[src/dstcs_pkg.sv]
// Shared codes, types and register defaults of the throttle check block.
// No dependencies.
package dstcs_pkg;

    typedef logic [1:0] t_fault;
    typedef logic [1:0] t_mode;

    localparam t_fault FAULT_NONE = 2'd0;
    localparam t_fault FAULT_A    = 2'd1;
    localparam t_fault FAULT_B    = 2'd2;
    localparam t_fault FAULT_DIS  = 2'd3;

    // How the back end forms the drive value.
    localparam t_mode MODE_MIN  = 2'd0;
    localparam t_mode MODE_MAX  = 2'd1;
    localparam t_mode MODE_RAMP = 2'd2;

    typedef struct packed {
        t_fault fault;
        t_mode  mode;
    } t_ctl;

    localparam int CFG_IDX_BITS = 3;

    localparam logic [CFG_IDX_BITS-1:0] REG_DZ_LOW  = 3'd0;
    localparam logic [CFG_IDX_BITS-1:0] REG_DZ_HIGH = 3'd1;
    localparam logic [CFG_IDX_BITS-1:0] REG_AGREE   = 3'd2;
    localparam logic [CFG_IDX_BITS-1:0] REG_VLD_LOW = 3'd3;
    localparam logic [CFG_IDX_BITS-1:0] REG_VLD_HI  = 3'd4;
    localparam logic [CFG_IDX_BITS-1:0] REG_DRV_MAX = 3'd5;
    localparam logic [CFG_IDX_BITS-1:0] REG_DRV_MIN = 3'd6;

    localparam int RST_DZ_LOW  = 100;
    localparam int RST_DZ_HIGH = 4000;
    localparam int RST_AGREE   = 200;
    localparam int RST_VLD_LOW = 500;
    localparam int RST_VLD_HI  = 3500;
    localparam int RST_DRV_MAX = 1023;
    localparam int RST_DRV_MIN = 0;

endpackage

[src/dstcs_in_if.sv]
// Input channel of the throttle check block: one sensor pair per word.
// No dependencies.
interface dstcs_in_if #(
    parameter int SAMPLE_BITS = 12
) ();
    logic                   valid;
    logic                   ready;
    logic [SAMPLE_BITS-1:0] sample_a;
    logic [SAMPLE_BITS-1:0] sample_b;

    modport source (output valid, output sample_a, output sample_b, input ready);
    modport sink   (input valid, input sample_a, input sample_b, output ready);
endinterface

[src/dstcs_out_if.sv]
// Output channel of the throttle check block: drive value and fault code.
// No dependencies.
interface dstcs_out_if #(
    parameter int DRIVE_BITS = 10
) ();
    logic                  valid;
    logic                  ready;
    logic [DRIVE_BITS-1:0] drive_value;
    logic [1:0]            fault_code;

    modport source (output valid, output drive_value, output fault_code, input ready);
    modport sink   (input valid, input drive_value, input fault_code, output ready);
endinterface

[src/dstcs_front.sv]
// Front end: accepts sensor pairs, classifies faults and drive mode, multiplies.
// Depends on dstcs_pkg and dstcs_in_if.
module dstcs_front
    import dstcs_pkg::*;
#(
    parameter int SAMPLE_BITS = 12,
    parameter int DRIVE_BITS  = 10
) (
    input  logic                            i_clk,
    input  logic                            i_rst_n,
    dstcs_in_if.sink                        i_in,
    input  logic [SAMPLE_BITS-1:0]          i_dz_low,
    input  logic [SAMPLE_BITS-1:0]          i_dz_high,
    input  logic [SAMPLE_BITS-1:0]          i_agree,
    input  logic [SAMPLE_BITS-1:0]          i_vld_low,
    input  logic [SAMPLE_BITS-1:0]          i_vld_high,
    input  logic [DRIVE_BITS-1:0]           i_drv_max,
    output logic                            o_valid,
    input  logic                            i_ready,
    output t_ctl                            o_ctl,
    output logic [SAMPLE_BITS+DRIVE_BITS-1:0] o_prod,
    output logic [SAMPLE_BITS-1:0]          o_span
);

    localparam int PROD_BITS = SAMPLE_BITS + DRIVE_BITS;

    logic                   r_valid;
    t_ctl                   r_ctl;
    t_ctl                   n_ctl;
    logic [PROD_BITS-1:0]   r_prod;
    logic [PROD_BITS-1:0]   n_prod;
    logic [SAMPLE_BITS-1:0] r_span;
    logic [SAMPLE_BITS-1:0] n_span;

    logic [SAMPLE_BITS-1:0] w_a;
    logic [SAMPLE_BITS-1:0] w_b;
    logic [SAMPLE_BITS-1:0] w_diff;
    logic [SAMPLE_BITS-1:0] w_ofs;
    logic                   w_take;

    assign w_a    = i_in.sample_a;
    assign w_b    = i_in.sample_b;
    assign i_in.ready = !r_valid || i_ready;
    assign w_take = i_in.valid && i_in.ready;

    always_comb begin
        w_diff = (w_a > w_b) ? (w_a - w_b) : (w_b - w_a);
        w_ofs  = w_a - i_vld_low;
        n_span = i_vld_high - i_vld_low;
        n_prod = PROD_BITS'(w_ofs) * PROD_BITS'(i_drv_max);

        if ((w_a < i_dz_low) || (w_a > i_dz_high)) begin
            n_ctl.fault = FAULT_A;
        end else if ((w_b < i_dz_low) || (w_b > i_dz_high)) begin
            n_ctl.fault = FAULT_B;
        end else if (w_diff > i_agree) begin
            n_ctl.fault = FAULT_DIS;
        end else begin
            n_ctl.fault = FAULT_NONE;
        end

        // Low bound is tested first; a ramp word always lies inside a non-empty window.
        if (n_ctl.fault != FAULT_NONE) begin
            n_ctl.mode = MODE_MIN;
        end else if (w_a <= i_vld_low) begin
            n_ctl.mode = MODE_MAX;
        end else if (w_a >= i_vld_high) begin
            n_ctl.mode = MODE_MIN;
        end else begin
            n_ctl.mode = MODE_RAMP;
        end
    end

    always_ff @(posedge i_clk) begin
        if (!i_rst_n) begin
            r_valid <= 1'b0;
        end else if (i_in.ready) begin
            r_valid <= i_in.valid;
        end
    end

    always_ff @(posedge i_clk) begin
        if (w_take) begin
            r_ctl  <= n_ctl;
            r_prod <= n_prod;
            r_span <= n_span;
        end
    end

    assign o_valid = r_valid;
    assign o_ctl   = r_ctl;
    assign o_prod  = r_prod;
    assign o_span  = r_span;

endmodule

[src/dstcs_fifo.sv]
// Two-entry queue between front and back ends.
// No dependencies.
module dstcs_fifo #(
    parameter int WIDTH = 8
) (
    input  logic             i_clk,
    input  logic             i_rst_n,
    input  logic             i_valid,
    output logic             o_ready,
    input  logic [WIDTH-1:0] i_data,
    output logic             o_valid,
    input  logic             i_ready,
    output logic [WIDTH-1:0] o_data
);

    logic [WIDTH-1:0] r_mem [2];
    logic             r_wr_ptr;
    logic             r_rd_ptr;
    logic [1:0]       r_count;
    logic [1:0]       n_count;
    logic             w_push;
    logic             w_pop;

    assign o_ready = (r_count != 2'd2);
    assign o_valid = (r_count != 2'd0);
    assign o_data  = r_mem[r_rd_ptr];
    assign w_push  = i_valid && o_ready;
    assign w_pop   = o_valid && i_ready;

    always_comb begin
        n_count = r_count;
        if (w_push && !w_pop) begin
            n_count = r_count + 2'd1;
        end else if (w_pop && !w_push) begin
            n_count = r_count - 2'd1;
        end
    end

    always_ff @(posedge i_clk) begin
        if (!i_rst_n) begin
            r_wr_ptr <= 1'b0;
            r_rd_ptr <= 1'b0;
            r_count  <= 2'd0;
        end else begin
            r_count <= n_count;
            if (w_push) begin
                r_wr_ptr <= !r_wr_ptr;
            end
            if (w_pop) begin
                r_rd_ptr <= !r_rd_ptr;
            end
        end
    end

    always_ff @(posedge i_clk) begin
        if (w_push) begin
            r_mem[r_wr_ptr] <= i_data;
        end
    end

endmodule

[src/dstcs_back.sv]
// Back end: restoring divider, one quotient bit per stage, then the drive select.
// Depends on dstcs_pkg and dstcs_out_if.
module dstcs_back
    import dstcs_pkg::*;
#(
    parameter int SAMPLE_BITS = 12,
    parameter int DRIVE_BITS  = 10
) (
    input  logic                              i_clk,
    input  logic                              i_rst_n,
    input  logic                              i_valid,
    output logic                              o_ready,
    input  t_ctl                              i_ctl,
    input  logic [SAMPLE_BITS+DRIVE_BITS-1:0] i_prod,
    input  logic [SAMPLE_BITS-1:0]            i_span,
    input  logic [DRIVE_BITS-1:0]             i_drv_max,
    input  logic [DRIVE_BITS-1:0]             i_drv_min,
    dstcs_out_if.source                       o_out
);

    localparam int PROD_BITS = SAMPLE_BITS + DRIVE_BITS;

    // Stage registers: entry k holds the word after k+1 division steps.
    logic                   r_v    [DRIVE_BITS];
    t_ctl                   r_ctl  [DRIVE_BITS];
    logic [SAMPLE_BITS-1:0] r_rem  [DRIVE_BITS];
    logic [DRIVE_BITS-1:0]  r_low  [DRIVE_BITS];
    logic [DRIVE_BITS-1:0]  r_q    [DRIVE_BITS];
    logic [SAMPLE_BITS-1:0] r_span [DRIVE_BITS];

    logic                   w_v_in    [DRIVE_BITS];
    t_ctl                   w_ctl_in  [DRIVE_BITS];
    logic [SAMPLE_BITS-1:0] w_rem_in  [DRIVE_BITS];
    logic [DRIVE_BITS-1:0]  w_low_in  [DRIVE_BITS];
    logic [DRIVE_BITS-1:0]  w_q_in    [DRIVE_BITS];
    logic [SAMPLE_BITS-1:0] w_span_in [DRIVE_BITS];
    logic                   w_rdy     [DRIVE_BITS+1];

    logic                   r_out_v;
    logic [DRIVE_BITS-1:0]  r_drive;
    logic [DRIVE_BITS-1:0]  n_drive;
    t_fault                 r_fault;
    logic [DRIVE_BITS-1:0]  w_part;
    t_ctl                   w_last_ctl;
    logic [DRIVE_BITS-1:0]  w_last_q;

    assign w_rdy[DRIVE_BITS] = !r_out_v || o_out.ready;
    assign o_ready           = w_rdy[0];

    genvar k;
    generate
        for (k = 0; k < DRIVE_BITS; k++) begin : g_stage
            logic [SAMPLE_BITS:0]   w_trial;
            logic                   w_fit;
            logic [SAMPLE_BITS:0]   w_sub;

            if (k == 0) begin : g_head
                // Upper part of the product is below the span for a ramp word.
                assign w_v_in[k]    = i_valid;
                assign w_ctl_in[k]  = i_ctl;
                assign w_rem_in[k]  = i_prod[PROD_BITS-1:DRIVE_BITS];
                assign w_low_in[k]  = i_prod[DRIVE_BITS-1:0];
                assign w_q_in[k]    = '0;
                assign w_span_in[k] = i_span;
            end else begin : g_body
                assign w_v_in[k]    = r_v[k-1];
                assign w_ctl_in[k]  = r_ctl[k-1];
                assign w_rem_in[k]  = r_rem[k-1];
                assign w_low_in[k]  = r_low[k-1];
                assign w_q_in[k]    = r_q[k-1];
                assign w_span_in[k] = r_span[k-1];
            end

            assign w_rdy[k] = !r_v[k] || w_rdy[k+1];
            assign w_trial  = {w_rem_in[k], w_low_in[k][DRIVE_BITS-1]};
            assign w_fit    = (w_trial >= {1'b0, w_span_in[k]});
            assign w_sub    = w_trial - {1'b0, w_span_in[k]};

            always_ff @(posedge i_clk) begin
                if (!i_rst_n) begin
                    r_v[k] <= 1'b0;
                end else if (w_rdy[k]) begin
                    r_v[k] <= w_v_in[k];
                end
            end

            always_ff @(posedge i_clk) begin
                if (w_rdy[k] && w_v_in[k]) begin
                    r_ctl[k]  <= w_ctl_in[k];
                    r_rem[k]  <= w_fit ? w_sub[SAMPLE_BITS-1:0] : w_trial[SAMPLE_BITS-1:0];
                    r_low[k]  <= {w_low_in[k][DRIVE_BITS-2:0], 1'b0};
                    r_q[k]    <= {w_q_in[k][DRIVE_BITS-2:0], w_fit};
                    r_span[k] <= w_span_in[k];
                end
            end
        end
    endgenerate

    assign w_last_ctl = r_ctl[DRIVE_BITS-1];
    assign w_last_q   = r_q[DRIVE_BITS-1];

    always_comb begin
        w_part = (w_last_q > i_drv_max) ? i_drv_max : w_last_q;
        case (w_last_ctl.mode)
            MODE_MAX:  n_drive = i_drv_max;
            MODE_RAMP: n_drive = i_drv_max - w_part;
            default:   n_drive = i_drv_min;
        endcase
    end

    always_ff @(posedge i_clk) begin
        if (!i_rst_n) begin
            r_out_v <= 1'b0;
        end else if (w_rdy[DRIVE_BITS]) begin
            r_out_v <= r_v[DRIVE_BITS-1];
        end
    end

    always_ff @(posedge i_clk) begin
        if (w_rdy[DRIVE_BITS] && r_v[DRIVE_BITS-1]) begin
            r_drive <= n_drive;
            r_fault <= w_last_ctl.fault;
        end
    end

    assign o_out.valid       = r_out_v;
    assign o_out.drive_value = r_drive;
    assign o_out.fault_code  = r_fault;

endmodule

[src/dual_sensor_throttle_check_scale.sv]
// Dual throttle sensor plausibility check and inverted drive scaling.
// Throughput: one word per cycle unless the output stalls; the divider is a pipeline
// of DRIVE_BITS stages, one quotient bit each, behind a classify and multiply stage
// and a two-entry queue.
// Reset: synchronous, active low; empties all stages and the queue and restores
// the configuration registers to their defaults. No clearing pass.
module dual_sensor_throttle_check_scale
    import dstcs_pkg::*;
#(
    parameter int  SAMPLE_BITS = 12,
    parameter int  DRIVE_BITS  = 10,
    localparam int CFG_BITS    = (SAMPLE_BITS > DRIVE_BITS) ? SAMPLE_BITS : DRIVE_BITS
) (
    input  logic                    i_clk,
    input  logic                    i_rst_n,
    input  logic                    i_cfg_we,
    input  logic [CFG_IDX_BITS-1:0] i_cfg_idx,
    input  logic [CFG_BITS-1:0]     i_cfg_data,
    dstcs_in_if.sink                i_in,
    dstcs_out_if.source             o_out
);

    localparam int PROD_BITS  = SAMPLE_BITS + DRIVE_BITS;
    localparam int QUEUE_BITS = $bits(t_ctl) + PROD_BITS + SAMPLE_BITS;

    logic [SAMPLE_BITS-1:0] r_dz_low;
    logic [SAMPLE_BITS-1:0] r_dz_high;
    logic [SAMPLE_BITS-1:0] r_agree;
    logic [SAMPLE_BITS-1:0] r_vld_low;
    logic [SAMPLE_BITS-1:0] r_vld_high;
    logic [DRIVE_BITS-1:0]  r_drv_max;
    logic [DRIVE_BITS-1:0]  r_drv_min;

    logic                   w_f_valid;
    logic                   w_f_ready;
    t_ctl                   w_f_ctl;
    logic [PROD_BITS-1:0]   w_f_prod;
    logic [SAMPLE_BITS-1:0] w_f_span;

    logic                   w_q_valid;
    logic                   w_q_ready;
    logic [QUEUE_BITS-1:0]  w_q_data;
    t_ctl                   w_b_ctl;
    logic [PROD_BITS-1:0]   w_b_prod;
    logic [SAMPLE_BITS-1:0] w_b_span;

    always_ff @(posedge i_clk) begin
        if (!i_rst_n) begin
            r_dz_low   <= SAMPLE_BITS'(RST_DZ_LOW);
            r_dz_high  <= SAMPLE_BITS'(RST_DZ_HIGH);
            r_agree    <= SAMPLE_BITS'(RST_AGREE);
            r_vld_low  <= SAMPLE_BITS'(RST_VLD_LOW);
            r_vld_high <= SAMPLE_BITS'(RST_VLD_HI);
            r_drv_max  <= DRIVE_BITS'(RST_DRV_MAX);
            r_drv_min  <= DRIVE_BITS'(RST_DRV_MIN);
        end else if (i_cfg_we) begin
            case (i_cfg_idx)
                REG_DZ_LOW:  r_dz_low   <= i_cfg_data[SAMPLE_BITS-1:0];
                REG_DZ_HIGH: r_dz_high  <= i_cfg_data[SAMPLE_BITS-1:0];
                REG_AGREE:   r_agree    <= i_cfg_data[SAMPLE_BITS-1:0];
                REG_VLD_LOW: r_vld_low  <= i_cfg_data[SAMPLE_BITS-1:0];
                REG_VLD_HI:  r_vld_high <= i_cfg_data[SAMPLE_BITS-1:0];
                REG_DRV_MAX: r_drv_max  <= i_cfg_data[DRIVE_BITS-1:0];
                REG_DRV_MIN: r_drv_min  <= i_cfg_data[DRIVE_BITS-1:0];
                default: begin
                    // drop writes to unknown indexes
                end
            endcase
        end
    end

    dstcs_front #(
        .SAMPLE_BITS (SAMPLE_BITS),
        .DRIVE_BITS  (DRIVE_BITS)
    ) u_front (
        .i_clk      (i_clk),
        .i_rst_n    (i_rst_n),
        .i_in       (i_in),
        .i_dz_low   (r_dz_low),
        .i_dz_high  (r_dz_high),
        .i_agree    (r_agree),
        .i_vld_low  (r_vld_low),
        .i_vld_high (r_vld_high),
        .i_drv_max  (r_drv_max),
        .o_valid    (w_f_valid),
        .i_ready    (w_f_ready),
        .o_ctl      (w_f_ctl),
        .o_prod     (w_f_prod),
        .o_span     (w_f_span)
    );

    dstcs_fifo #(
        .WIDTH (QUEUE_BITS)
    ) u_fifo (
        .i_clk   (i_clk),
        .i_rst_n (i_rst_n),
        .i_valid (w_f_valid),
        .o_ready (w_f_ready),
        .i_data  ({w_f_ctl, w_f_prod, w_f_span}),
        .o_valid (w_q_valid),
        .i_ready (w_q_ready),
        .o_data  (w_q_data)
    );

    assign {w_b_ctl, w_b_prod, w_b_span} = w_q_data;

    dstcs_back #(
        .SAMPLE_BITS (SAMPLE_BITS),
        .DRIVE_BITS  (DRIVE_BITS)
    ) u_back (
        .i_clk     (i_clk),
        .i_rst_n   (i_rst_n),
        .i_valid   (w_q_valid),
        .o_ready   (w_q_ready),
        .i_ctl     (w_b_ctl),
        .i_prod    (w_b_prod),
        .i_span    (w_b_span),
        .i_drv_max (r_drv_max),
        .i_drv_min (r_drv_min),
        .o_out     (o_out)
    );

endmodule

[src/flat_wrapper.sv]
// flat-port wrapper written by rule: the top's interface ports become plain ports
module dual_sensor_throttle_check_scale_flat import dstcs_pkg::*;
#(
    parameter int  SAMPLE_BITS = 12,
    parameter int  DRIVE_BITS  = 10,
    localparam int CFG_BITS    = (SAMPLE_BITS > DRIVE_BITS) ? SAMPLE_BITS : DRIVE_BITS
)
  (i_clk, i_rst_n, i_cfg_we, i_cfg_idx, i_cfg_data, i_in_valid, i_in_sample_a, i_in_sample_b, i_in_ready, o_out_valid, o_out_drive_value, o_out_fault_code, o_out_ready);
  dstcs_in_if #(.SAMPLE_BITS(SAMPLE_BITS)) i_in_i ();
  dstcs_out_if #(.DRIVE_BITS(DRIVE_BITS)) o_out_i ();
  input  logic i_clk;
  input  logic i_rst_n;
  input  logic i_cfg_we;
  input  logic [CFG_IDX_BITS-1:0] i_cfg_idx;
  input  logic [CFG_BITS-1:0] i_cfg_data;
  input wire logic [$bits(i_in_i.valid)-1:0] i_in_valid;
  input wire logic [$bits(i_in_i.sample_a)-1:0] i_in_sample_a;
  input wire logic [$bits(i_in_i.sample_b)-1:0] i_in_sample_b;
  output wire logic [$bits(i_in_i.ready)-1:0] i_in_ready;
  output wire logic [$bits(o_out_i.valid)-1:0] o_out_valid;
  output wire logic [$bits(o_out_i.drive_value)-1:0] o_out_drive_value;
  output wire logic [$bits(o_out_i.fault_code)-1:0] o_out_fault_code;
  input wire logic [$bits(o_out_i.ready)-1:0] o_out_ready;
  assign i_in_i.valid = i_in_valid;
  assign i_in_i.sample_a = i_in_sample_a;
  assign i_in_i.sample_b = i_in_sample_b;
  assign i_in_ready = i_in_i.ready;
  assign o_out_valid = o_out_i.valid;
  assign o_out_drive_value = o_out_i.drive_value;
  assign o_out_fault_code = o_out_i.fault_code;
  assign o_out_i.ready = o_out_ready;
  dual_sensor_throttle_check_scale #(.SAMPLE_BITS(SAMPLE_BITS), .DRIVE_BITS(DRIVE_BITS)) u_core (.i_clk(i_clk), .i_rst_n(i_rst_n), .i_cfg_we(i_cfg_we), .i_cfg_idx(i_cfg_idx), .i_cfg_data(i_cfg_data), .i_in(i_in_i), .o_out(o_out_i));
endmodule
[config.mk]
export PLATFORM = sky130hd
export DESIGN_NAME = dual_sensor_throttle_check_scale_flat
export DESIGN_NICKNAME = d
export VERILOG_FILES = /design/src/dstcs_pkg.sv /design/src/dstcs_in_if.sv /design/src/dstcs_out_if.sv /design/src/dstcs_front.sv /design/src/dstcs_fifo.sv /design/src/dstcs_back.sv /design/src/dual_sensor_throttle_check_scale.sv /design/src/flat_wrapper.sv
export SDC_FILE = /design/constraint.sdc
export NUM_CORES = 1
export LEC_CHECK = 0
export BUFFER_PORTS_ARGS = -buffer_cell sky130_fd_sc_hd__buf_4
export CAP_MARGIN = 20
export CORE_MARGIN = 1
export CORE_UTILIZATION = 45
export CTS_CLUSTER_SIZE = 10
export DETAILED_ROUTE_END_ITERATION = 6
export PLACE_DENSITY = 0.68
export RECOVER_POWER = 25
export SLEW_MARGIN = 15
export SYNTH_ARGS = -nofsm -noshare
export SYNTH_HDL_FRONTEND = slang
export SYNTH_HIERARCHICAL = 1
export SYNTH_SLANG_ARGS = --single-unit
export TNS_END_PERCENT = 100
[constraint.sdc]
create_clock -name i_clk -period 11 [get_ports i_clk]
set_input_delay 2.2 -clock i_clk [delete_from_list [all_inputs] [get_ports i_clk]]
set_output_delay 2.2 -clock i_clk [all_outputs]
set_load 0.02 [all_outputs]
# Yosys cells after proc, flatten, opt, wreduce, memory -nomap -nowiden
# Memory sizes are Yosys's and may differ from the RTL's. A register that Yosys moved wholly into a read port is not among the register bits.
# Cells that the tools add are included.
# totals
output_inout_bits,14
reg_bits,136
mem_count,7
input_bits,44
mem_bits_rw,556
# mem_list
memory,depth,word_bits,read_ports,rd_ports_with_merged_regs,wr,line_no,rtl
u_core.u_back.r_rem,10,12,9,0,10,dstcs_back.sv:26,logic [SAMPLE_BITS-1:0] r_rem [DRIVE_BITS];
u_core.u_back.r_span,10,12,9,0,10,dstcs_back.sv:29,logic [SAMPLE_BITS-1:0] r_span [DRIVE_BITS];
u_core.u_back.r_q,10,10,10,0,10,dstcs_back.sv:28,logic [DRIVE_BITS-1:0] r_q [DRIVE_BITS];
u_core.u_back.r_low,10,9,9,0,10,dstcs_back.sv:27,logic [DRIVE_BITS-1:0] r_low [DRIVE_BITS];
u_core.u_fifo.r_mem,2,38,1,1,1,dstcs_fifo.sv:16,logic [WIDTH-1:0] r_mem [2];
u_core.u_back.r_ctl,10,4,10,0,10,dstcs_back.sv:25,t_ctl r_ctl [DRIVE_BITS];
1 more memories,--,--,--,--,--,--,
# classes
bitwise_logic,10
n_reduce_logical,57
eq_ne,9
magnitude_cmp,19
n_addsub,17
mux,85
mul,1
# op_table
operator,n
subtractor 12 bit,14
2-to-1 mux 12 bit,11
greater-or-equal comparator 13 x 12 -> 1 bit,10
2-to-1 mux 1 bit,66
greater-than comparator 12 bit,4
< comparator 12 bit,2
multiplier 12 x 10 -> 22 bit,1
one-hot mux 10 bit (2 select lines),1
zero test 1 bit,16
logical AND 1 bit,15
logical OR 1 bit,14
AND reduction 2 bit,7
greater-or-equal comparator 12 bit,1
<= comparator 12 bit,1
2-to-1 mux 2 bit,6
greater-than comparator 10 bit,1
2-to-1 mux 10 bit,1
bitwise OR 1 bit,10
subtractor 10 bit,1
== test 3 bit (second input constant),3
== test 3 x 2 -> 1 bit (second input constant),2
nonzero test 2 bit,3
== test 3 x 1 -> 1 bit (second input constant),1
zero test 3 bit,1
6 further kinds,6

# Longest topological paths before layout
# Gate-level depths: netlist of the first run.
# depth
word_depth,16
mapped_depth,28

# Modules after synthesis
# Netlist of the first run, hierarchy kept.
# by_module_without_submodules
mod,area_each_um2,n_inst,cells_each
dstcs_back,19889.1,1,1493
dstcs_front,8837.2,1,1005
dual_sensor_throttle_check_scale,3144.3,1,298
dstcs_fifo,2980.4,1,142

# Least setup slack after synthesis of the first run
# Ideal clock, no wire load.
# synth_timing
path_type,input port to flip-flop
start,input port i_in_sample_a[0]
end,"register u_core.u_front.r_prod[19], in the netlist u_core/u_front/o_prod[19] (data pin)"
t_required_ps,10862
n_path_buf,0
path_stages,27
arrival_time_ps,8286
slack_ps,2577
cell_sequence,inv_1 -> ha_1 -> fa_1 -> nor2b_1 -> o21ai_0 -> nand2_1 -> a21o_1 -> a21oi_1 -> xnor2_1 -> nand2_1 -> fa_1 -> inv_1 -> fa_1 -> inv_1 -> fa_1 -> inv_1 -> fa_1 -> inv_1 -> fa_1 -> inv_1 -> ha_1 -> a2111oi_0 -> o21ai_0 -> a31oi_2 -> o21ai_2 -> or4_1 -> nand4_1
# synth_via
elab_chain_cells,2
# synth_rtl
item,line_no,rtl
"start, declared",flat_wrapper.sv:17,input wire logic [$bits(i_in_i.sample_a)-1:0] i_in_sample_a;
subtractor 12 bit,dstcs_front.sv:48,w_ofs = w_a - i_vld_low;
multiplier 12 x 10 -> 22 bit,dstcs_front.sv:50,n_prod = PROD_BITS'(w_ofs) * PROD_BITS'(i_drv_max);
named net u_core.u_front.n_prod[19],dstcs_front.sv:31,logic [PROD_BITS-1:0] n_prod;
"end signal, assigned",dstcs_front.sv:85,r_prod <= n_prod;
"end, declared",dstcs_front.sv:30,logic [PROD_BITS-1:0] r_prod;
# The timed path passes the listed nets, and every way through them passes these cells.
# A chain may end at the register's enable or synchronous reset.

# Worst setup path in the final report of the first run
# Same ends and word-level chain as after synthesis.

==> results.md, run 1 <==
* DIE AREA at 78560 µm²
* Detailed router's first-iteration violation count at 1307
* Largest net degree at the start of global routing at 112
* Fmax at 113.8 MHz
* Slew @ Worst Pin at 1.071 ns
* Total track usage at 18.33%
* Post-route DRC at 0
* Layout cells sized above 1 at 11.26%
* Final setup fails at 0
* DR vias at 21750
* Die height at 280.3 µm
* Final std cells w/o fill at 4103
* RSZ-0062 raised after global routing: no
* Placer Congestion at 0.8641
* First-pass GRT wire length at 114.3 mm
* Clk Latency, worst-skew pair at 0.61 ns
* Post-CTS setup buffer count at 0
* CTS tree: done
* Pleak at 0.01604 µW
* Hold Path Class: reg2reg
* Setup TNS at 0 ns
* Crit-path leading delay family: adder cells
* Post-DP Area at 36460 µm²
* Fin. Hold Viols at 0
* Smallest hold slack at 0.3988 ns
* Ys flop type: edfxtp_1
* Max Slew Vio Count at 0
* VDD IR max at 0.5683 mV
* Slew margin rel. at 28.60%
* Post-CTS Resized at 0
* Vias/cell at 5.301
* Clk_skew at 0.04122 ns
* Startpoint types: primary input
* Synth area leaders: edfxtp_1, ha_1, fa_1
* Bufs and invs on worst path at 7
* Fin area at 38590 µm²
* Net count after synthesis at 3390
* Die Wd at 280.3 µm
* First-pass detailed-route iteration total at 5
* Synthesized flop and latch total at 579
* Vias in the first global route at 21390
* Crit-path max cell delay at 0.69 ns
* Boundary pin count at 58
* Routed Antenna Nets at 0
* Total wire length at 70.57 mm
* CP Data Required Time at 11.47 ns
* Routed wire per std cell at 17.20 µm
* CTS clock-pin slew for the worst setup and hold paths at 0.05 ns
* Syn Inst Count at 2938
* Bufs on Longest Clock Path at 3
* Clk sinks at 579
* Synth Cell Area at 34850 µm²
* Post-synthesis sequential area ratio at 47.36%
* Port bufs at 57
* Total Power at 10530 µW
* Tmin final at 8.790 ns
* Cell count after placement at 3990
* HPWL Detailed at 53.56 mm
* Mapped Avg Cell Area at 11.86 µm²
* Area delta synth->final at 10.73%
* Cts hold-fix bufs at 0
* Crit path arrival time at 9.26 ns
* Max-cap viol count at 0
* CP max-delay cell: xnor2_1
* Period utilization at 79.91%
* Distinct cells, synth at 86
* Clk Tree Root Cell: clkbuf_16
* # rows at 101
* Initial antenna violation count at 2
* Syn. warnings at 6
* ANT cells at 0
* Crit path max fanout at 10
* Initial Util at 45.66%
* Fraction of registers with async set/reset at 0%
* Run status: complete, no violations
* Pwr/cell area at 272.9 nW/µm²
* Count leader, synth: edfxtp_1
* Nature of the critical path endpoint: register
* Core area at 76330 µm²
* Top post-synthesis cells by count: edfxtp_1, inv_1, ha_1, nand2_1, a21oi_1
* Setup CP Type: in2reg
* Post-synth top area share at 42.31%
* Num CTS Buffers at 70
* Nets at 3487
* EDFF count, synth at 491
* Area leader, netlist: edfxtp_1
* Gr ovfl total at 0
* Htree depth at 3
per-stage QoR:
stage               setup slack [ns]  util, %
floorplan                      2.577        -
global placement               1.814    47.74
detailed placement             1.681    47.77
CTS                            2.292    50.48
global route                   1.757    50.56
finish                         2.210    50.56
cell families (layout without fill, tap and decap cells):
group,after synthesis,after routing,synth area share (%)
AOI/OAI and AO/OA,487,487,9.830
xor gates and xnor gates,124,124,3.116
adders and majority gates,408,408,16.63
buffers and inverters,420,555,4.886
DFF,579,579,47.36
muxes,250,250,7.959
and+or+nand+nor,670,670,10.22
routing by layer:
metal  up-vias  GRT usage, %  routed length [µm]
met1     10500         24.25               31580
met3        96         2.981                3216
li1      10750             -                   -
met5         -             0                   0
met2       402         31.25               34370
met4         0         4.456                1403
where the power goes:
group	switching [µW]	internal, µW
Sequential	116	3020
Combinational	2860	2430
Clock	887	1220
Total	3860	6670
registers in the layout, summed over array words and instances (netlist names), 2 cells and up, named ones only:
signal and cells:
u_core/r_agree 12, u_core/r_drv_max 10, u_core/r_drv_min 10, u_core/r_dz_high 12
u_core/r_dz_low 12, u_core/r_vld_high 12, u_core/r_vld_low 12, u_core/u_back/o_out.drive_value 10
u_core/u_back/o_out.fault_code 2, u_core/u_back/r_ctl 40, u_core/u_back/r_low 45, u_core/u_back/r_q 55
u_core/u_back/r_rem 108, u_core/u_back/r_span 108, u_core/u_back/r_v 10, u_core/u_fifo/r_count 2
u_core/u_fifo/r_mem 76, u_core/u_front/o_ctl 4, u_core/u_front/o_prod 22, u_core/u_front/o_span 12
placed cells by master, fill, tap and decap left out, drive strengths merged, types with 31 or more instances in the layout:
cell type    n
edfxtp     491
inv        363
ha         316
nand2      174
a21oi      144
mux2i      138
nor2       115
mux2       112
nor2b       98
clkbuf      97
fa          92
dfxtp       88
xnor2       87
buf         85
o21ai       72
and2        58
o21a        48
nor3        46
a21o        44
xor2        37
nand4       36
and3        31
a211oi      31
path summary, 6_finish.rpt:
| path | from | end | slack [ns] | cells past startpoint |
|---|---|---|---|---|
| setup reg to reg | u_core/r_vld_low[0] | u_core/u_front/o_prod[19] | 3.72 | 26 |
| hold / removal | u_core/u_back/r_ctl[1][3] | u_core/u_back/r_ctl[2][3] | 0.40 | 0 |
| hold reg to reg | u_core/u_back/r_ctl[1][3] | u_core/u_back/r_ctl[2][3] | 0.40 | 0 |
| setup / recovery | i_in_sample_a[0] | u_core/u_front/o_prod[19] | 2.21 | 28 |
area by class of cell:
type / instances / area, µm²
clock buffer: 97 / 1906
tap: 1030 / 1289
timing repair buffer: 85 / 683.2
fill: 6708 / 37740
inverter: 360 / 1351
sequential: 579 / 16510
multi-input combinational: 1939 / 16690
clock inverter: 13 / 165.2
(Power assumes the default switching activity.)
==> run 2: changes to the inputs <==
==> constraint.sdc (replaced) <==
create_clock -name i_clk -period 8.7 [get_ports i_clk]
set_input_delay 1.74 -clock i_clk [delete_from_list [all_inputs] [get_ports i_clk]]
set_output_delay 1.74 -clock i_clk [all_outputs]
set_load 0.02 [all_outputs]
==> run 2 against run 1 <==
Compared with the run above:
- core utilization is 0.14 points higher
- total power is 28% higher
- cell count is 0.12% higher
- clock power is 28% higher
- final area is 0.27% higher
- worst hold slack better by 0.0039 ns
- register-to-register slack worse by 1.9 ns
- combinational power is 29% higher
- critical endpoint unchanged
- largest power group unchanged
==> results.md, run 2 (synthesis results as in run 1) <==
* Run status: complete, no violations
* Crit path arrival time at 8.30 ns (-0.96 ns)
* Post-DP Area at 36520 µm² (+0.15%)
* Htree depth at 3 (unchanged)
* VDD IR max at 0.5947 mV (+4.6%)
* Bufs on Longest Clock Path at 3 (unchanged)
* Total Power at 13480 µW (+28%)
* Fmax at 127.6 MHz
* Gr ovfl total at 0 (unchanged)
* Largest net degree at the start of global routing at 92 (-18%)
* Vias in the first global route at 21630 (+1.1%)
* CP max-delay cell: fa_1
* Clk Tree Root Cell: clkbuf_16
* CP Data Required Time at 9.16 ns (-2.31 ns)
* Tmin final at 7.838 ns
* Total wire length at 71.43 mm (+1.2%)
* Period utilization at 90.09%
* ANT cells at 0 (unchanged)
* Pleak at 0.01610 µW (+0.39%)
* Post-CTS setup buffer count at 0 (unchanged)
* Fin. Hold Viols at 0 (unchanged)
* Slew @ Worst Pin at 1.069 ns (-0.002076 ns)
* # rows at 101 (unchanged)
* Cts hold-fix bufs at 0 (unchanged)
* Port bufs at 57 (unchanged)
* Setup CP Type: in2reg
* Biggest regs: u_core/u_back/r_rem (108), u_core/u_back/r_span (108), u_core/u_fifo/r_mem (76)
* Crit-path max cell delay at 0.53 ns (-0.16 ns)
* Die Wd at 280.3 µm (unchanged)
* Routed wire per std cell at 17.39 µm (+1.1%)
* Area delta synth->final at 11.03%
* Critical register-to-register path startpoint: u_core/r_vld_low[1]
* Most frequent cells in the layout: edfxtp_1, inv_1, ha_1
* Detailed router's first-iteration violation count at 1136 (-13%)
* Reg2reg end: u_core/u_front/o_prod[19]
* Clk_skew at 0.03255 ns (-0.008673 ns)
* Initial antenna violation count at 1 (-1)
* HPWL Detailed at 54.24 mm (+1.3%)
* Final setup fails at 0 (unchanged)
* Fin util at 50.70% (+0.14 points)
* Post-route DRC at 0 (unchanged)
* Num CTS Buffers at 71 (+1.4%)
* Crit-path leading delay family: adder cells
* Post-CTS Resized at 0 (unchanged)
* WHS Path Cells at 0 (unchanged)
* DIE AREA at 78560 µm² (unchanged)
* Die height at 280.3 µm (unchanged)
* Placer Congestion at 0.8761 (+1.4%)
* Crit path max fanout at 5 (-5)
* Clk Latency, worst-skew pair at 0.61 ns (about the same)
* DR vias at 21690 (-0.26%)
* Routed Antenna Nets at 0 (unchanged)
* Bufs and invs on worst path at 7 (unchanged)
* Hold EP: u_core/u_back/r_q[4][2]
* RSZ-0062 raised after global routing: no
* Commonest non-fill, non-tap cell in the layout: edfxtp_1
* Initial Util at 45.66% (unchanged)
* Nature of the critical path endpoint: register
* Worst hold start: u_core/u_back/r_q[3][1]
* CTS clock-pin slew for the worst setup and hold paths at 0.05 ns (about the same)
* Setup slack, reg-to-reg at 1.80 ns (-1.92 ns)
* Max-cap viol count at 0 (unchanged)
* Pwr/cell area at 348.4 nW/µm² (+28%)
* Boundary pin count at 58 (unchanged)
* CTS tree: done
* Fin area at 38690 µm² (+0.27%)
* First-pass GRT wire length at 114.9 mm (+0.50%)
* Nets at 3498 (+0.32%)
* Startpoint types: primary input
* Number of cells on the worst reg-to-reg path at 26 (unchanged)
* First-pass detailed-route iteration total at 5 (unchanged)
* Slew margin rel. at 28.59% (about the same)
* Worst slack at placement at 0.3158 ns (-1.365 ns)
* Clk sinks at 579 (unchanged)
* Layout cells sized above 1 at 11.70% (+0.44 points)
* Total track usage at 18.41% (+0.079 points)
* Setup TNS at 0 ns (unchanged)
* Vias/cell at 5.281 (-0.38%)
* Core area at 76330 µm² (unchanged)
* Final setup margin at 0.8619 ns (-1.349 ns)
* Hold Path Class: reg2reg
* Max Slew Vio Count at 0 (unchanged)
[run 2: cell count changes in the layout (fill, tap and decap cells not counted), sizes merged]
cell      delta
buf         +10
bufinv       +2
clkbuf       -7
clkinvlp     +1
inv          -1
[run 2: metrics by stage]
step,hold slack [ns],cells
6_report,0.4027,4108
5_1_grt,0.4102,4108
4_1_cts,0.4107,4103
3_5_place_dp,0.4045,3998
3_3_place_gp,0.4008,3997
2_1_floorplan,0.4003,2938
[run 2: worst max-delay path by stage]
stage                                start  cells after the start                   endpoint  slack, ns
after floorplan           i_in_sample_a[0]                     27  u_core/u_front/o_prod[19]       0.74
after global placement    i_in_sample_a[0]                     28  u_core/u_front/o_prod[19]       0.37
after detailed placement  i_in_sample_a[0]                     28  u_core/u_front/o_prod[20]       0.32
after CTS                 i_in_sample_a[0]                     28  u_core/u_front/o_prod[19]       0.92
after global routing      i_in_sample_a[0]                     28  u_core/u_front/o_prod[19]       0.45
final                     i_in_sample_a[0]                     28  u_core/u_front/o_prod[19]       0.86
[run 2: where the power goes]
part / leakage [µW] / switching, µW / internal, µW
Sequential: 0.00522 / 153 / 3820
Clock: 0.00101 / 1120 / 1580
Combinational: 0.00987 / 3680 / 3140
Total: 0.0161 / 4950 / 8530
[run 2: per-layer routing]
metal / GRT usage, % / vias to the layer above / routed length [µm]
met5: 0 / - / 0
met4: 4.750 / 0 / 1444
met3: 3.472 / 94 / 3317
met2: 31.61 / 354 / 34660
met1: 23.75 / 10460 / 32010
li1: - / 10790 / -
[run 2: cell type report]
type	count	area [µm²]
clock inverter	15	227.7
clock buffer	90	1869
fill	6638	37630
sequential	579	16510
tap	1030	1289
multi-input combinational	1939	16690
timing repair buffer	95	762.0
inverter	360	1351
[run 2: worst reg2reg max path, stage by stage (launching register included)]
cell and delay (ns):
dfxtp_1 0.44, inv_1 0.10, ha_1 0.29, nor2b_1 0.13, o21a_1 0.14, o21ai_1 0.08, a21oi_1 0.32, nor2_1 0.10
xnor2_1 0.24, nand2_1 0.11, fa_1 0.50, inv_1 0.06, fa_1 0.50, inv_1 0.05, fa_1 0.47, inv_1 0.05
fa_1 0.52, inv_1 0.05, fa_1 0.53, inv_1 0.04, ha_1 0.34, a2111oi_0 0.39, o21ai_0 0.28, a31oi_2 0.40
o21ai_2 0.14, or4_1 0.41, nand4_1 0.09
==> run 3: changes to the inputs <==
--- a/config.mk
+++ b/config.mk
@@ -8,10 +8,11 @@
 export BUFFER_PORTS_ARGS = -buffer_cell sky130_fd_sc_hd__buf_4
 export CAP_MARGIN = 20
 export CORE_MARGIN = 1
-export CORE_UTILIZATION = 45
+export CORE_UTILIZATION = 40
 export CTS_CLUSTER_SIZE = 10
 export DETAILED_ROUTE_END_ITERATION = 6
-export PLACE_DENSITY = 0.68
+export GPL_TIMING_DRIVEN = 0
+export PLACE_DENSITY = 0.63
 export RECOVER_POWER = 25
 export SLEW_MARGIN = 15
 export SYNTH_ARGS = -nofsm -noshare
==> run 3 against run 2 <==
Compared with the run above:
- largest cell class unchanged
- combinational power is 1% higher
- cell count grew 3.7%
- worst setup slack got worse by 0.42 ns
- clock skew down 0.017 ns
- fmax decreased by 5.1%
- total power up 0.56%
- die area rose by 12%
==> results.md, run 3 (synthesis results as in run 1) <==
* Max-cap viol count at 0 (unchanged)
* First-pass GRT wire length at 118.4 mm (+3.1%)
* DIE AREA at 88310 µm² (+12%)
* ANT cells at 0 (unchanged)
* Run status: complete, no violations
* Cell count after placement at 4148 (+3.8%)
* Gr ovfl total at 0 (unchanged)
* Pwr/cell area at 346.5 nW/µm² (-0.55%)
* Routed wire per std cell at 17.32 µm (-0.39%)
* Tmin final at 8.263 ns (+0.4246 ns)
* Detailed router's first-iteration violation count at 1316 (+16%)
* Final setup fails at 0 (unchanged)
* Num CTS Buffers at 71 (unchanged)
* Biggest regs: u_core/u_back/r_rem (108), u_core/u_back/r_span (108), u_core/u_fifo/r_mem (76)
* Die Wd at 297.2 µm (+6.0%)
* Boundary pin count at 58 (unchanged)
* Slew @ Worst Pin at 1.054 ns (-0.01452 ns)
* Crit path max fanout at 10 (+5)
* Clk Tree Root Cell: clkbuf_16
* Bufs on Longest Clock Path at 3 (unchanged)
* Routed Antenna Nets at 0 (unchanged)
* CTS tree: done
* Clk Latency, worst-skew pair at 0.60 ns (about the same)
* Htree depth at 3 (unchanged)
* Cts hold-fix bufs at 0 (unchanged)
* CP most frequent cell: fa_1
* CTS clock-pin slew for the worst setup and hold paths at 0.05 ns (about the same)
* Startpoint types: primary input
* HPWL Detailed at 56.62 mm (+4.4%)
* # rows at 107 (+5.9%)
* CP Data Required Time at 9.14 ns (-0.02 ns)
* Vias in the first global route at 21640 (+0.042%)
* Post-CTS setup buffer count at 0 (unchanged)
* Max Slew Vio Count at 0 (unchanged)
* Final setup margin at 0.4372 ns (-0.4246 ns)
* Worst slack at placement at -0.5653 ns (-0.8811 ns)
* Fin util at 45.66% (-5.0 points)
* Initial Util at 40.67% (-5.0 points)
* Fin area at 39130 µm² (+1.1%)
* Fin. Hold Viols at 0 (unchanged)
* Most frequent cells in the layout: edfxtp_1, inv_1, ha_1
* Setup TNS at 0 ns (unchanged)
* Port bufs at 54 (-5.3%)
* Placer Congestion at 0.8857 (+1.1%)
* Fmax at 121.0 MHz (-5.1%)
* Reg area at 16510 µm² (unchanged)
* Core area at 85680 µm² (+12%)
* Pleak at 0.01621 µW (+0.66%)
* Crit-path max cell delay at 0.82 ns (+0.29 ns)
* CP max-delay cell: xnor2_1
* Layout cells sized above 1 at 11.85% (+0.15 points)
* Clk sinks at 579 (unchanged)
* Total wire length at 73.76 mm (+3.3%)
* Setup CP Type: in2reg
* Slew margin rel. at 29.20% (+0.61 points)
* Period utilization at 94.97% (+4.9 points)
* Post-CTS Resized at 0 (unchanged)
* Nets at 3529 (+0.89%)
* Largest net degree at the start of global routing at 35 (-62%)
* VDD IR max at 0.6084 mV (+2.3%)
* Die height at 297.2 µm (+6.0%)
* Nature of the critical path endpoint: register
* Hold Path Class: reg2reg
* Area used by multi-input combinational logic at 16740 µm² (+0.28%)
* Vias/cell at 5.133 (-2.8%)
* Post-route DRC at 0 (unchanged)
* First-pass detailed-route iteration total at 5 (unchanged)
* Crit path arrival time at 8.70 ns (+0.40 ns)
* Commonest non-fill, non-tap cell in the layout: edfxtp_1
* Area delta synth->final at 12.27%
* Initial antenna violation count at 1 (unchanged)
* Filler cells at 7872 (+19%)
* DR vias at 21860 (+0.78%)
* Total track usage at 16.77% (-1.6 points)
* Final std cells w/o fill at 4259 (+3.7%)
* Clk_skew at 0.01506 ns (-0.01748 ns)
* Post-DP Area at 36980 µm² (+1.3%)
==> run 3: metal layers <==
layer  wire (µm)  part of all wire (%)  track usage [%]  vias to the layer above
met3        3028                   4.1            2.556                      105
met5           0                     0                0                        -
met1       33900                    46            22.54                    10560
met4        1901                   2.6            4.860                        0
li1            -                     -                -                    10830
met2       34940                    47            27.96                      373
==> run 3: layout make-up <==
| type | count | share of cell area, % |
|---|---|---|
| multi-input combinational | 1939 | 42.78 |
| sequential | 579 | 42.19 |
| clock buffer | 99 | 4.995 |
| tap | 1144 | 3.658 |
| inverter | 360 | 3.454 |
| timing repair buffer | 66 | 1.669 |
| buffer | 60 | 0.8986 |
| clock inverter | 12 | 0.3614 |
==> run 3: where the power goes <==
group / leakage, µW / internal, µW / switching [µW]
registers: 0.00522 / 3820 / 149
clock network: 0.00102 / 1590 / 1100
logic: 0.00997 / 3150 / 3750
total: 0.0162 / 8560 / 5000
==> run 3: final timing paths <==
kind / cells past startpoint / to / from / slack, ns
worst max-delay path: 25 / u_core/u_front/o_prod[19] / i_in_sample_a[1] / 0.44
worst min-delay path: 0 / u_core/u_back/r_ctl[8][2] / u_core/u_back/r_ctl[7][2] / 0.41
worst max register to register: 25 / u_core/u_front/o_prod[19] / u_core/r_vld_low[1] / 1.23
worst min register to register: 0 / u_core/u_back/r_ctl[8][2] / u_core/u_back/r_ctl[7][2] / 0.41
==> run 3: worst max-delay path: cells and delay by family <==
family,cells,cell delay (ns)
fa+ha+maj,7,3.27
xor+xnor,1,0.82
buf+inv,4,0.33
compound gates,9,1.71
simple gates,4,0.84
==> run 3: per-stage QoR <==
step / total power (µW) / hold WS, ns
final: 13560 / 0.4088
after global routing: 14710 / 0.4169
after CTS: 13660 / 0.4102
after detailed placement: 10880 / 0.4045
after global placement: 10830 / 0.4007
after floorplan: 9476 / 0.4003
